==> src/rcd_pkg.sv <==
// Shared constants, codes and types for the restricted circular deque.
package rcd_pkg;

    // Store geometry.
    localparam int DEPTH  = 16;
    localparam int IDX_W  = $clog2(DEPTH);
    localparam int CNT_W  = $clog2(DEPTH + 1);
    localparam int DATA_W = 32;

    // Operation codes carried by a request.
    typedef enum logic [2:0] {
        OP_INS_RIGHT = 3'd0,
        OP_INS_LEFT  = 3'd1,
        OP_DEL_LEFT  = 3'd2,
        OP_DEL_RIGHT = 3'd3,
        OP_LIST      = 3'd4
    } op_t;

    // Result status codes.
    typedef enum logic [2:0] {
        STS_OK        = 3'd0,
        STS_OVERFLOW  = 3'd1,
        STS_UNDERFLOW = 3'd2,
        STS_REFUSED   = 3'd3,
        STS_EMPTY     = 3'd4
    } status_t;

    // Restriction mode values.
    localparam logic MODE_INPUT_RESTR  = 1'b0;
    localparam logic MODE_OUTPUT_RESTR = 1'b1;

    // What one cell does with its entry in a cycle.
    typedef enum logic [1:0] {
        CELL_HOLD,
        CELL_FROM_LEFT,
        CELL_FROM_RIGHT,
        CELL_LOAD
    } cell_cmd_t;

    // Control bundle handed to each cell.
    typedef struct packed {
        cell_cmd_t          cmd;
        logic [DATA_W-1:0]  load_data;
    } cell_ctrl_t;

endpackage

==> src/rcd_cell.sv <==
// One entry of the deque chain: holds a value and takes it from a neighbour or a load.
module rcd_cell
    import rcd_pkg::*;
(
    input  logic              aclk,
    input  cell_ctrl_t        ctrl,
    input  logic [DATA_W-1:0] left_data,
    input  logic [DATA_W-1:0] right_data,
    output logic [DATA_W-1:0] data
);

    logic [DATA_W-1:0] data_reg;
    logic [DATA_W-1:0] data_next;

    // Select the new entry from the command.
    always_comb begin
        case (ctrl.cmd)
            CELL_FROM_LEFT:  data_next = left_data;
            CELL_FROM_RIGHT: data_next = right_data;
            CELL_LOAD:       data_next = ctrl.load_data;
            default:         data_next = data_reg;
        endcase
    end

    // Entry storage needs no reset; the fill count says which entries are live.
    always_ff @(posedge aclk) begin
        data_reg <= data_next;
    end

    assign data = data_reg;

endmodule

==> src/restricted_circular_deque.sv <==
// Top level of the restricted deque: request control, output stage and the chain of cells.
//
//  Channel  | Direction | Handshake            | Payload
//  ---------+-----------+----------------------+------------------------------------
//  request  | in        | s_valid / s_ready    | s_operation[2:0], s_value[31:0]
//  result   | out       | m_valid / m_ready    | m_status[2:0], m_data[31:0], m_last
//  config   | in        | cfg_valid / cfg_ready| cfg_restrict_mode
//
// Inserts and deletes each give one result through the output register.
// A listing rotates the chain one place per cycle while the result register has room, and the
// leftmost cell is emitted each step, so the queue is back in order when the listing ends.
// New requests are held off for the length of a listing and while the result register holds a result not taken.
// Reset (aresetn low, synchronous) empties the queue and clears the mode; entries are not cleared.
// A stalled result stalls both the listing and the request channel.
module restricted_circular_deque
    import rcd_pkg::*;
(
    input  logic              aclk,
    input  logic              aresetn,
    input  logic              s_valid,
    output logic              s_ready,
    input  logic [2:0]        s_operation,
    input  logic [DATA_W-1:0] s_value,
    output logic              m_valid,
    input  logic              m_ready,
    output logic [2:0]        m_status,
    output logic [DATA_W-1:0] m_data,
    output logic              m_last,
    input  logic              cfg_valid,
    output logic              cfg_ready,
    input  logic              cfg_restrict_mode
);

    typedef enum logic {
        S_IDLE,
        S_LIST
    } state_t;

    state_t            state_reg, state_next;
    logic [CNT_W-1:0]  count_reg, count_next;
    logic [CNT_W-1:0]  list_left_reg, list_left_next;
    logic              mode_reg, mode_next;
    logic              m_valid_reg, m_valid_next;
    logic [2:0]        m_status_reg, m_status_next;
    logic [DATA_W-1:0] m_data_reg, m_data_next;
    logic              m_last_reg, m_last_next;

    logic              slot_free;
    logic              accept;
    logic              full;
    logic              empty;
    logic [CNT_W-1:0]  cnt_dec;
    logic [IDX_W-1:0]  last_idx;
    op_t               op;

    cell_ctrl_t        cell_ctrl [DEPTH];
    logic [DATA_W-1:0] cell_data [DEPTH];

    // Handshake and occupancy flags.
    assign slot_free = !m_valid_reg || m_ready;
    assign s_ready   = (state_reg == S_IDLE) && slot_free;
    assign accept    = s_valid && s_ready;
    assign cfg_ready = 1'b1;
    assign full      = (count_reg == CNT_W'(DEPTH));
    assign empty     = (count_reg == '0);
    assign cnt_dec   = count_reg - CNT_W'(1);
    assign last_idx  = cnt_dec[IDX_W-1:0];
    assign op        = op_t'(s_operation);

    // Request decode, listing sequencer and cell commands.
    always_comb begin
        state_next     = state_reg;
        count_next     = count_reg;
        list_left_next = list_left_reg;
        mode_next      = cfg_valid ? cfg_restrict_mode : mode_reg;
        m_valid_next   = m_valid_reg && !m_ready;
        m_status_next  = m_status_reg;
        m_data_next    = m_data_reg;
        m_last_next    = m_last_reg;
        for (int i = 0; i < DEPTH; i++) begin
            cell_ctrl[i].cmd       = CELL_HOLD;
            cell_ctrl[i].load_data = s_value;
        end

        if (state_reg == S_LIST) begin
            // Emit the leftmost entry and rotate the live part of the chain left by one.
            if (slot_free) begin
                m_valid_next   = 1'b1;
                m_status_next  = STS_OK;
                m_data_next    = cell_data[0];
                m_last_next    = (list_left_reg == CNT_W'(1));
                list_left_next = list_left_reg - CNT_W'(1);
                for (int i = 0; i < DEPTH; i++) begin
                    cell_ctrl[i].load_data = cell_data[0];
                    if (i == int'(last_idx)) begin
                        cell_ctrl[i].cmd = CELL_LOAD;
                    end else begin
                        cell_ctrl[i].cmd = CELL_FROM_RIGHT;
                    end
                end
                if (list_left_reg == CNT_W'(1)) begin
                    state_next = S_IDLE;
                end
            end
        end else if (accept) begin
            m_status_next = STS_OK;
            m_data_next   = '0;
            m_last_next   = 1'b1;
            m_valid_next  = 1'b1;
            case (op)
                OP_INS_RIGHT: begin
                    if (full) begin
                        m_status_next = STS_OVERFLOW;
                    end else begin
                        count_next = count_reg + CNT_W'(1);
                        for (int i = 0; i < DEPTH; i++) begin
                            if (CNT_W'(i) == count_reg) begin
                                cell_ctrl[i].cmd = CELL_LOAD;
                            end
                        end
                    end
                end
                OP_INS_LEFT: begin
                    if (mode_reg == MODE_INPUT_RESTR) begin
                        m_status_next = STS_REFUSED;
                    end else if (full) begin
                        m_status_next = STS_OVERFLOW;
                    end else begin
                        count_next = count_reg + CNT_W'(1);
                        for (int i = 0; i < DEPTH; i++) begin
                            cell_ctrl[i].cmd = (i == 0) ? CELL_LOAD : CELL_FROM_LEFT;
                        end
                    end
                end
                OP_DEL_LEFT: begin
                    if (empty) begin
                        m_status_next = STS_UNDERFLOW;
                    end else begin
                        m_data_next = cell_data[0];
                        count_next  = cnt_dec;
                        for (int i = 0; i < DEPTH; i++) begin
                            cell_ctrl[i].cmd = CELL_FROM_RIGHT;
                        end
                    end
                end
                OP_DEL_RIGHT: begin
                    if (mode_reg == MODE_OUTPUT_RESTR) begin
                        m_status_next = STS_REFUSED;
                    end else if (empty) begin
                        m_status_next = STS_UNDERFLOW;
                    end else begin
                        m_data_next = cell_data[last_idx];
                        count_next  = cnt_dec;
                    end
                end
                OP_LIST: begin
                    if (empty) begin
                        m_status_next = STS_EMPTY;
                    end else begin
                        // Results follow one per cycle from the listing state while the output is not stalled.
                        m_valid_next   = 1'b0;
                        m_status_next  = m_status_reg;
                        m_data_next    = m_data_reg;
                        m_last_next    = m_last_reg;
                        list_left_next = count_reg;
                        state_next     = S_LIST;
                    end
                end
                default: begin
                    // Unused operation codes are dropped without a result.
                    m_valid_next  = 1'b0;
                    m_status_next = m_status_reg;
                    m_data_next   = m_data_reg;
                    m_last_next   = m_last_reg;
                end
            endcase
        end
    end

    // State, counters, mode and the registered result.
    always_ff @(posedge aclk) begin
        if (!aresetn) begin
            state_reg     <= S_IDLE;
            count_reg     <= '0;
            list_left_reg <= '0;
            mode_reg      <= MODE_INPUT_RESTR;
            m_valid_reg   <= 1'b0;
        end else begin
            state_reg     <= state_next;
            count_reg     <= count_next;
            list_left_reg <= list_left_next;
            mode_reg      <= mode_next;
            m_valid_reg   <= m_valid_next;
        end
        m_status_reg <= m_status_next;
        m_data_reg   <= m_data_next;
        m_last_reg   <= m_last_next;
    end

    assign m_valid  = m_valid_reg;
    assign m_status = m_status_reg;
    assign m_data   = m_data_reg;
    assign m_last   = m_last_reg;

    // The chain of entry cells, leftmost first.
    for (genvar g = 0; g < DEPTH; g++) begin : g_cell
        logic [DATA_W-1:0] left_in;
        logic [DATA_W-1:0] right_in;

        if (g == 0) begin : g_first
            assign left_in = '0;
        end else begin : g_inner_l
            assign left_in = cell_data[g-1];
        end

        if (g == DEPTH - 1) begin : g_final
            assign right_in = '0;
        end else begin : g_inner_r
            assign right_in = cell_data[g+1];
        end

        rcd_cell u_cell (
            .aclk       (aclk),
            .ctrl       (cell_ctrl[g]),
            .left_data  (left_in),
            .right_data (right_in),
            .data       (cell_data[g])
        );
    end

`ifndef ASSERT_OFF
    // The fill count never exceeds the number of cells.
    a_count_range: assert property (@(posedge aclk) disable iff (!aresetn)
        count_reg <= CNT_W'(DEPTH))
        else $error("fill count exceeds depth");

    // A listing always has entries left to emit and keeps requests off.
    a_list_busy: assert property (@(posedge aclk) disable iff (!aresetn)
        (state_reg == S_LIST) |-> (list_left_reg != '0) && !s_ready)
        else $error("listing state with nothing left or request channel open");

    // A listing leaves the fill count untouched.
    a_list_count: assert property (@(posedge aclk) disable iff (!aresetn)
        (state_reg == S_LIST) |=> $stable(count_reg))
        else $error("fill count changed during a listing");

    // An accepted insert at the right into a non-full queue grows it by one.
    a_ins_grow: assert property (@(posedge aclk) disable iff (!aresetn)
        (s_valid && s_ready && s_operation == OP_INS_RIGHT && !full)
        |=> count_reg == $past(count_reg) + CNT_W'(1))
        else $error("insert did not grow the queue");
`endif

endmodule
==> config.mk <==
export PLATFORM = sky130hd
export DESIGN_NAME = restricted_circular_deque
export DESIGN_NICKNAME = d
export VERILOG_FILES = /design/src/rcd_pkg.sv /design/src/rcd_cell.sv /design/src/restricted_circular_deque.sv
export SDC_FILE = /design/constraint.sdc
export NUM_CORES = 1
export LEC_CHECK = 0
export BUFFER_PORTS_ARGS = -buffer_cell sky130_fd_sc_hd__buf_2
export CAP_MARGIN = 0
export CORE_MARGIN = 1.5
export CORE_UTILIZATION = 50
export CTS_CLUSTER_SIZE = 40
export DETAILED_ROUTE_END_ITERATION = 8
export GPL_TIMING_DRIVEN = 0
export PLACE_DENSITY = 0.66
export SLEW_MARGIN = 30
export SYNTH_ARGS = -nofsm -noshare
export SYNTH_HDL_FRONTEND = slang
export SYNTH_SLANG_ARGS = --single-unit
==> constraint.sdc <==
create_clock -name aclk -period 9 [get_ports aclk]
set_clock_uncertainty 0.1 [all_clocks]
set_input_delay 0.45 -clock aclk [delete_from_list [all_inputs] [get_ports aclk]]
set_output_delay 0.45 -clock aclk [all_outputs]
set_load 0.05 [all_outputs]
==> summary.md, run 1 <==
| Metric | Value |
|---|---|
| Status | `completed` |
| Area grow syn2layout | `11.74%` |
| Max cap viols | `0` |
| Slew @ Worst Pin | `around 1100 ps` |
| Global route overflow | `0` |
| Mapped cell area | `0.03207 sq mm` |
| Hold WC Path Type | `input pin to flip-flop` |
| DRC Markers | `0` |
| Antenna Nets Post-Route | `0` |
| #FFs+latches synth | `561` |
| Largest register FFs | `512` |
| Logic pwr share | `0.162` |
| CP Capture Type | `flip-flop` |
| Design area | `0.03583 sq mm` |
| Fin crit share | `0.7180` |
| Initial Util | `0.5075` |
| DR WL/cell | `33.31 um` |
| Total Routing Usage GR | `0.3721` |
| Worst skew pair latency | `620 ps` |
| Int Power | `~4.8 mW` |
| Top_reg_cell synth | `edfxtp_1` |
| Cell Rows | `92` |
| Top post-synthesis cells by count | `edfxtp_1, nand2_1, mux2i_1` |
| Power density cells | `about 190 mW/mm^2` |
| Pin count of the biggest net entering global routing | `33` |
| Clk pwr share | `0.384` |
| Root buffer cell | `clkbuf_16` |
| Sw frac | `0.2856` |
| Crit path launch type | `flip-flop` |
| CTS Buf Count | `67` |
| # nets final | `2879` |
| Count leader, synth | `edfxtp_1` |
| Sequential Power Share | `0.454` |
| Setup-failing EPs final | `0` |
| Fin. Hold Viols | `0` |
| Final Slew Violations | `0` |
| Final HPWL DP | `just under 100000 um` |
| First-pass GRT wire length | `173900 um` |
| Htree depth | `3` |
| Signal arrival time at the worst endpoint | `between 6000 and 7000 ps` |
| Final TNS setup | `0 ps` |
| Post-layout util | `0.5670` |
| Power, Total | `6.671 mW` |
| Total number of vias | `approximately 26000` |
| LEAKAGE | `12.33 nW` |
| Die area | `about 0.066 sq mm` |
| Critical Path RT | `9200 ps` |
| Post-DP Area | `0.03382 sq mm` |
| EDFF count, synth | `548` |
| Cell taking the most area after synthesis | `edfxtp_1` |
| # port buffers | `78` |
| Distinct cell type count after synthesis | `71` |
| Post-synthesis adder-cell area fraction | `0.003121` |
| Sequential area share after synthesis | `0.5212` |
| CTS max path bufs | `3` |
| R2R depth | `13` |
| Worst Hold Depth | `3` |
| Rel. slew slack | `0.2930` |
| CTS tree | `yes` |
| Iter 0 DRT Violations | `4373` |
| Critical path class | `flip-flop to flip-flop` |
| RSZ-0062 raised after global routing | `false` |
| Slack of the critical path | `2538 ps` |
| Die span in y | `256.3 um` |
| Synth area leaders | `edfxtp_1, mux4_2, mux2i_1, nand2_1, a221o_1` |
| Post-Place Worst Slack | `2758 ps` |
| Simple-Gate Fraction of Synth Area | `0.1115` |
| Fill count | `~5300` |
| Net Sw Power | `1.905 mW` |
| Largest family of logic cells by synthesized area | `multiplexers` |
| Worst-path fanout max | `10` |
| Share of the synthesized area in the top cell type | `0.5131` |
| Mux share of post-synthesis cell area | `0.1811` |
| Mean Syn Cell Area | `approximately 12 sq um` |
| # placed instances | `3604` |
| Hold WS | `13.82 ps` |
| Fmax | `0.1547 GHz` |
| Vias per cell | `6.948` |
| Layout cells sized above 1 | `0.1801` |
| Synth Net Count | `2719` |
| Non-filler cells, final | `3729` |
| RePlAce Congestion | `about 1.0` |
| TritonCTS Sinks | `561` |
| Ports | `80` |
| Vias in the first global route | `23664` |
| Worst vdd ir | `around 0.12 mV` |
| Cells after synthesis | `roughly 2700` |
| Synth async-reset ratio | `0` |
| Core ar. | `0.06320 sq mm` |
| CTS resizes | `0` |
| Yosys warnings | `0` |
| Final worst path period need | `6462 ps` |
| Initial antenna violation count | `5` |
| DR pass1 iterations | `7` |
| Xor/xnor cell area share of the yosys netlist | `0.001912` |
| Compound-Gate Fraction of Synth Area | `0.1381` |
| Die width | `256.3 um` |
| Clock slew at reported path FFs | `60 ps` |
| Routed WL | `124200 um` |
## layout by cell type (no fill, tap or decap), types with 10 or more instances in the layout
master / count
edfxtp_1: 548
mux2i_1: 227
nand4_1: 33
nand3_1: 104
dfxtp_1: 13
a221o_1: 128
o221ai_1: 31
clkbuf_1: 164
clkinv_1: 17
o21ai_0: 39
mux4_2: 128
buf_4: 17
a222oi_1: 25
a31oi_1: 97
o211ai_1: 96
nand2_1: 349
clkinv_2: 10
and2_1: 38
clkbuf_16: 71
o2bb2ai_1: 32
buf_1: 17
a21oi_1: 13
nor2_1: 218
a22o_1: 33
mux2_2: 57
nand2_2: 11
inv_1: 42
buf_2: 168
## metal layers
metal	up-vias	track usage	wire, um
met2	2041	0.5151	50950
li1	10859	-	-
met1	12760	0.5502	50430
met4	6	0.1175	4244
met3	244	0.1205	18460
met5	-	0.01316	132
## cell type report
cell class,count,area [sq um],area share
Tap cell,846,1059,0.02954
Buffer,273,1224,0.03415
Sequential cell,561,16720,0.4665
Clock buffer,91,1852,0.05168
Timing Repair Buffer,91,614.3,0.01714
Antenna cell,2,5.005,0.0001397
Clock inverter,29,135.1,0.003771
Inverter,43,161.4,0.004504
Multi-Input combinational cell,1793,14070,0.3926
## worst max-delay path, cell delays in order, from the launching register on
cell and delay [ps]:
dfxtp_1 370, buf_2 380, buf_2 460, buf_2 540, buf_2 470, inv_1 210
ha_1 490, buf_2 440, buf_2 600, buf_2 490, buf_2 430, mux4_2 370
a222oi_1 450, o21ai_0 250
## power groups by stage
stage / clock network, mW / registers, mW / logic, mW
floorplan: 0 / 3.10 / 0.595
global placement: 0 / 3.08 / 1.00
detailed placement: 0 / 3.08 / 1.03
CTS: 2.56 / 3.03 / 1.04
global route: 2.65 / 3.04 / 1.11
finish: 2.56 / 3.03 / 1.08
## worst paths after layout
kind / from / slack (ps) / end
worst max-delay path: count_reg[0]$_SDFFE_PN0P_ / 2540 / m_data[12]$_DFFE_PP_
worst min-delay path: cfg_valid / 10 / mode_reg$_SDFFE_PN0P_
worst max register to register: count_reg[0]$_SDFFE_PN0P_ / 2540 / m_data[12]$_DFFE_PP_
worst min register to register: list_left_reg[1]$_SDFFE_PN0P_ / 390 / list_left_reg[1]$_SDFFE_PN0P_
## cell families (layout without fill, tap and decap cells)
family,Yosys count,in the layout
mux,413,413
xor+xnor,7,7
flops,561,561
simple gates,814,814
other cells,1,3
buf+inv,316,527
compound gates,550,550
fa+ha+maj,8,8
## timing repair
action                    4_1_cts  5_1_grt
hold buffers                    1        0
hold endpoints to repair        1        0
buffers inserted                0        0
Power figures use the tool's default switching activity.
==> run 2, diff against run 1 <==
==> constraint.sdc (replaced) <==
create_clock -name aclk -period 6.8 [get_ports aclk]
set_clock_uncertainty 0.1 [all_clocks]
set_input_delay 0.34 -clock aclk [delete_from_list [all_inputs] [get_ports aclk]]
set_output_delay 0.34 -clock aclk [all_outputs]
set_load 0.05 [all_outputs]
==> summary.md, run 2 (synthesis gave the netlist of run 1 again) <==
| Metric | Value |
|---|---|
| Area grow syn2layout | `12.73%` |
| DR WL/cell | `33.13 um (-0.55%)` |
| Worst-path fanout max | `10 (unchanged)` |
| Antenna Nets Post-Route | `0 (unchanged)` |
| Fmax | `0.1533 GHz (-0.92%)` |
| Met2 WL | `51390 um (+0.85%)` |
| CTS Buf Count | `67 (unchanged)` |
| # placed instances | `3604 (unchanged)` |
| Most frequent cells in the layout | `edfxtp_1, nand2_1, mux2i_1` |
| Rel. slew slack | `0.2987 (+0.005730)` |
| Area of the multi-input gates | `0.01407 sq mm (unchanged)` |
| Critical Path RT | `6990 ps (-2210 ps)` |
| Final Slew Violations | `0 (unchanged)` |
| Hold EP | `g_cell[0].u_cell.data[4]$_DFFE_PP_` |
| Routed WL | `124600 um (+0.30%)` |
| R2R depth | `13 (unchanged)` |
| Status | `completed` |
| Initial Util | `0.5075 (unchanged)` |
| CTS max path bufs | `3 (unchanged)` |
| Commonest non-fill, non-tap cell in the layout | `edfxtp_1` |
| Pin count of the biggest net entering global routing | `33 (unchanged)` |
| Total Routing Usage GR | `0.3727 (+0.0006097)` |
| DRC Markers | `0 (unchanged)` |
| Fill count | `5278 (-0.62%)` |
| Met3 Routed Length | `18660 um (+1.1%)` |
| Most frequent CP cell | `buf_2` |
| Core ar. | `0.06320 sq mm (unchanged)` |
| Initial antenna violation count | `5 (unchanged)` |
| TritonCTS Sinks | `561 (unchanged)` |
| Root buffer cell | `clkbuf_16` |
| Largest register FFs | `512 (unchanged)` |
| Cell Rows | `92 (unchanged)` |
| LEAKAGE | `12.46 nW (+1.1%)` |
| Reg-to-Reg End | `m_data[5]$_DFFE_PP_` |
| RSZ-0062 raised after global routing | `false` |
| CP Capture Type | `flip-flop` |
| CTS tree | `yes` |
| Final worst path period need | `6522 ps (+60.18 ps)` |
| Total number of vias | `25893 (-0.066%)` |
| CP cell instances | `buf_2 > buf_2 > buf_2 > buf_2 > inv_1 > ha_1 > buf_2 > buf_2 > buf_2 > mux4_2 > mux2_2 > a222oi_1 > o21ai_0` |
| # nets final | `2911 (+1.1%)` |
| Worst hold start | `s_value[4]` |
| CP delay by family, top | `buffers and inverters` |
| Worst vdd ir | `0.1609 mV (+32%)` |
| R2R Path Start | `count_reg[0]$_SDFFE_PN0P_` |
| Global route overflow | `0 (unchanged)` |
| Die area | `0.06567 sq mm (unchanged)` |
| Fin. Hold Viols | `0 (unchanged)` |
| Final HPWL DP | `99300 um (unchanged)` |
| WP buf/inv | `8 (-1)` |
| Htree depth | `3 (unchanged)` |
| Die span in y | `256.3 um (unchanged)` |
| Routed met1 length | `50420 um (about the same)` |
| Signal arrival time at the worst endpoint | `6710 ps (+50 ps)` |
| Max Used Layer | `met5` |
| Crit-path slowest cell | `buf_2` |
| CTS resizes | `0 (unchanged)` |
| Seq. cell area | `0.01672 sq mm (unchanged)` |
| Vias in the first global route | `23782 (+0.50%)` |
| Slew @ Worst Pin | `1052 ps (-8.594 ps)` |
| Max cap viols | `0 (unchanged)` |
| Hold_buf cts | `33 (+32)` |
| First-pass GRT wire length | `174300 um (+0.21%)` |
| Worst skew pair latency | `620 ps (about the same)` |
| Fin crit share | `0.9592 (+0.2412)` |
| Die width | `256.3 um (unchanged)` |
| # port buffers | `78 (unchanged)` |
| Crit path launch type | `flip-flop` |
| WP depth | `13 (unchanged)` |
| Worst Hold Depth | `2 (-1)` |
| Vias per cell | `6.885 (-0.92%)` |
| Iter 0 DRT Violations | `4331 (-0.96%)` |
| Slowest stage delay, CP | `600 ps (about the same)` |
| Layout cells sized above 1 | `0.1782 (-0.001979)` |
| RePlAce Congestion | `1.011 (unchanged)` |
| Ports | `80 (unchanged)` |
| Clock slew at reported path FFs | `60 ps (about the same)` |
| Worst R2R Setup Slack | `280 ps (-2260 ps)` |
| Post-layout util | `0.5721 (+0.005069)` |
| Critical path class | `flip-flop to flip-flop` |
| Post-CTS Setup Inserts | `0 (unchanged)` |
| Hold WC Path Type | `input pin to flip-flop` |
| Power density cells | `244.7 mW/mm^2 (+31%)` |
| Non-filler cells, final | `3761 (+0.86%)` |
| Setup-failing EPs final | `0 (unchanged)` |
| DR pass1 iterations | `9 (+2)` |
## run 2: cell count changes in the layout (fill, tap and decap cells not counted), sizes merged
| cell | previous run | this run |
|---|---|---|
| dlygate4sd3 | 1 | 33 |
## run 2: cell type report
class                           instances  area share
Tap cell                              846     0.02928
Buffer                                273     0.03385
Sequential cell                       561      0.4624
Clock inverter                         29    0.003738
Multi-Input combinational cell       1793      0.3891
Timing Repair Buffer                  123     0.02585
Antenna cell                            2   0.0001384
Clock buffer                           91     0.05122
Inverter                               43    0.004464
## run 2: metrics by stage
stage                     cell area [sq um]  hold slack [ps]  power [mW]  setup TNS (ps)  setup slack, ps
after floorplan                       32070            353.7       4.884               0             2280
after global placement                33520            369.0       5.405          -21820           -411.1
after detailed placement              33820            386.8       5.442               0            558.4
after CTS                             36130            3.590       8.776               0            542.7
after global routing                  36150            13.02       9.001               0            273.1
final                                 36150            26.56       8.847               0            277.6
## run 2: worst max path at each step
| stage | start | slack, ps | end |
|---|---|---|---|
| after detailed placement | count_reg[0]$_SDFFE_PN0P_ | 560 | m_data[12]$_DFFE_PP_ |
| after global placement | count_reg[0]$_SDFFE_PN0P_ | -410 | g_cell[15].u_cell.data[27]$_DFFE_PP_ |
| after global routing | count_reg[0]$_SDFFE_PN0P_ | 270 | g_cell[1].u_cell.data[7]$_DFFE_PP_ |
| after floorplan | count_reg[0]$_SDFFE_PN0P_ | 2280 | m_data[0]$_DFFE_PP_ |
| after CTS | count_reg[0]$_SDFFE_PN0P_ | 540 | m_data[12]$_DFFE_PP_ |
| final | count_reg[0]$_SDFFE_PN0P_ | 280 | m_data[5]$_DFFE_PP_ |
## run 2: power by group
| group | switching [mW] | leakage, nW | internal, mW |
|---|---|---|---|
| logic | 0.951 | 6.42 | 0.494 |
| registers | 0.0913 | 5.07 | 3.92 |
| clock network | 1.48 | 0.972 | 1.91 |
## run 2: routing by layer
metal  global-route usage  up-vias
met2               0.5164     2057
met1               0.5513    12687
li1                     -    10913
met4               0.1175        6
met3               0.1199      230
met5              0.01316        -
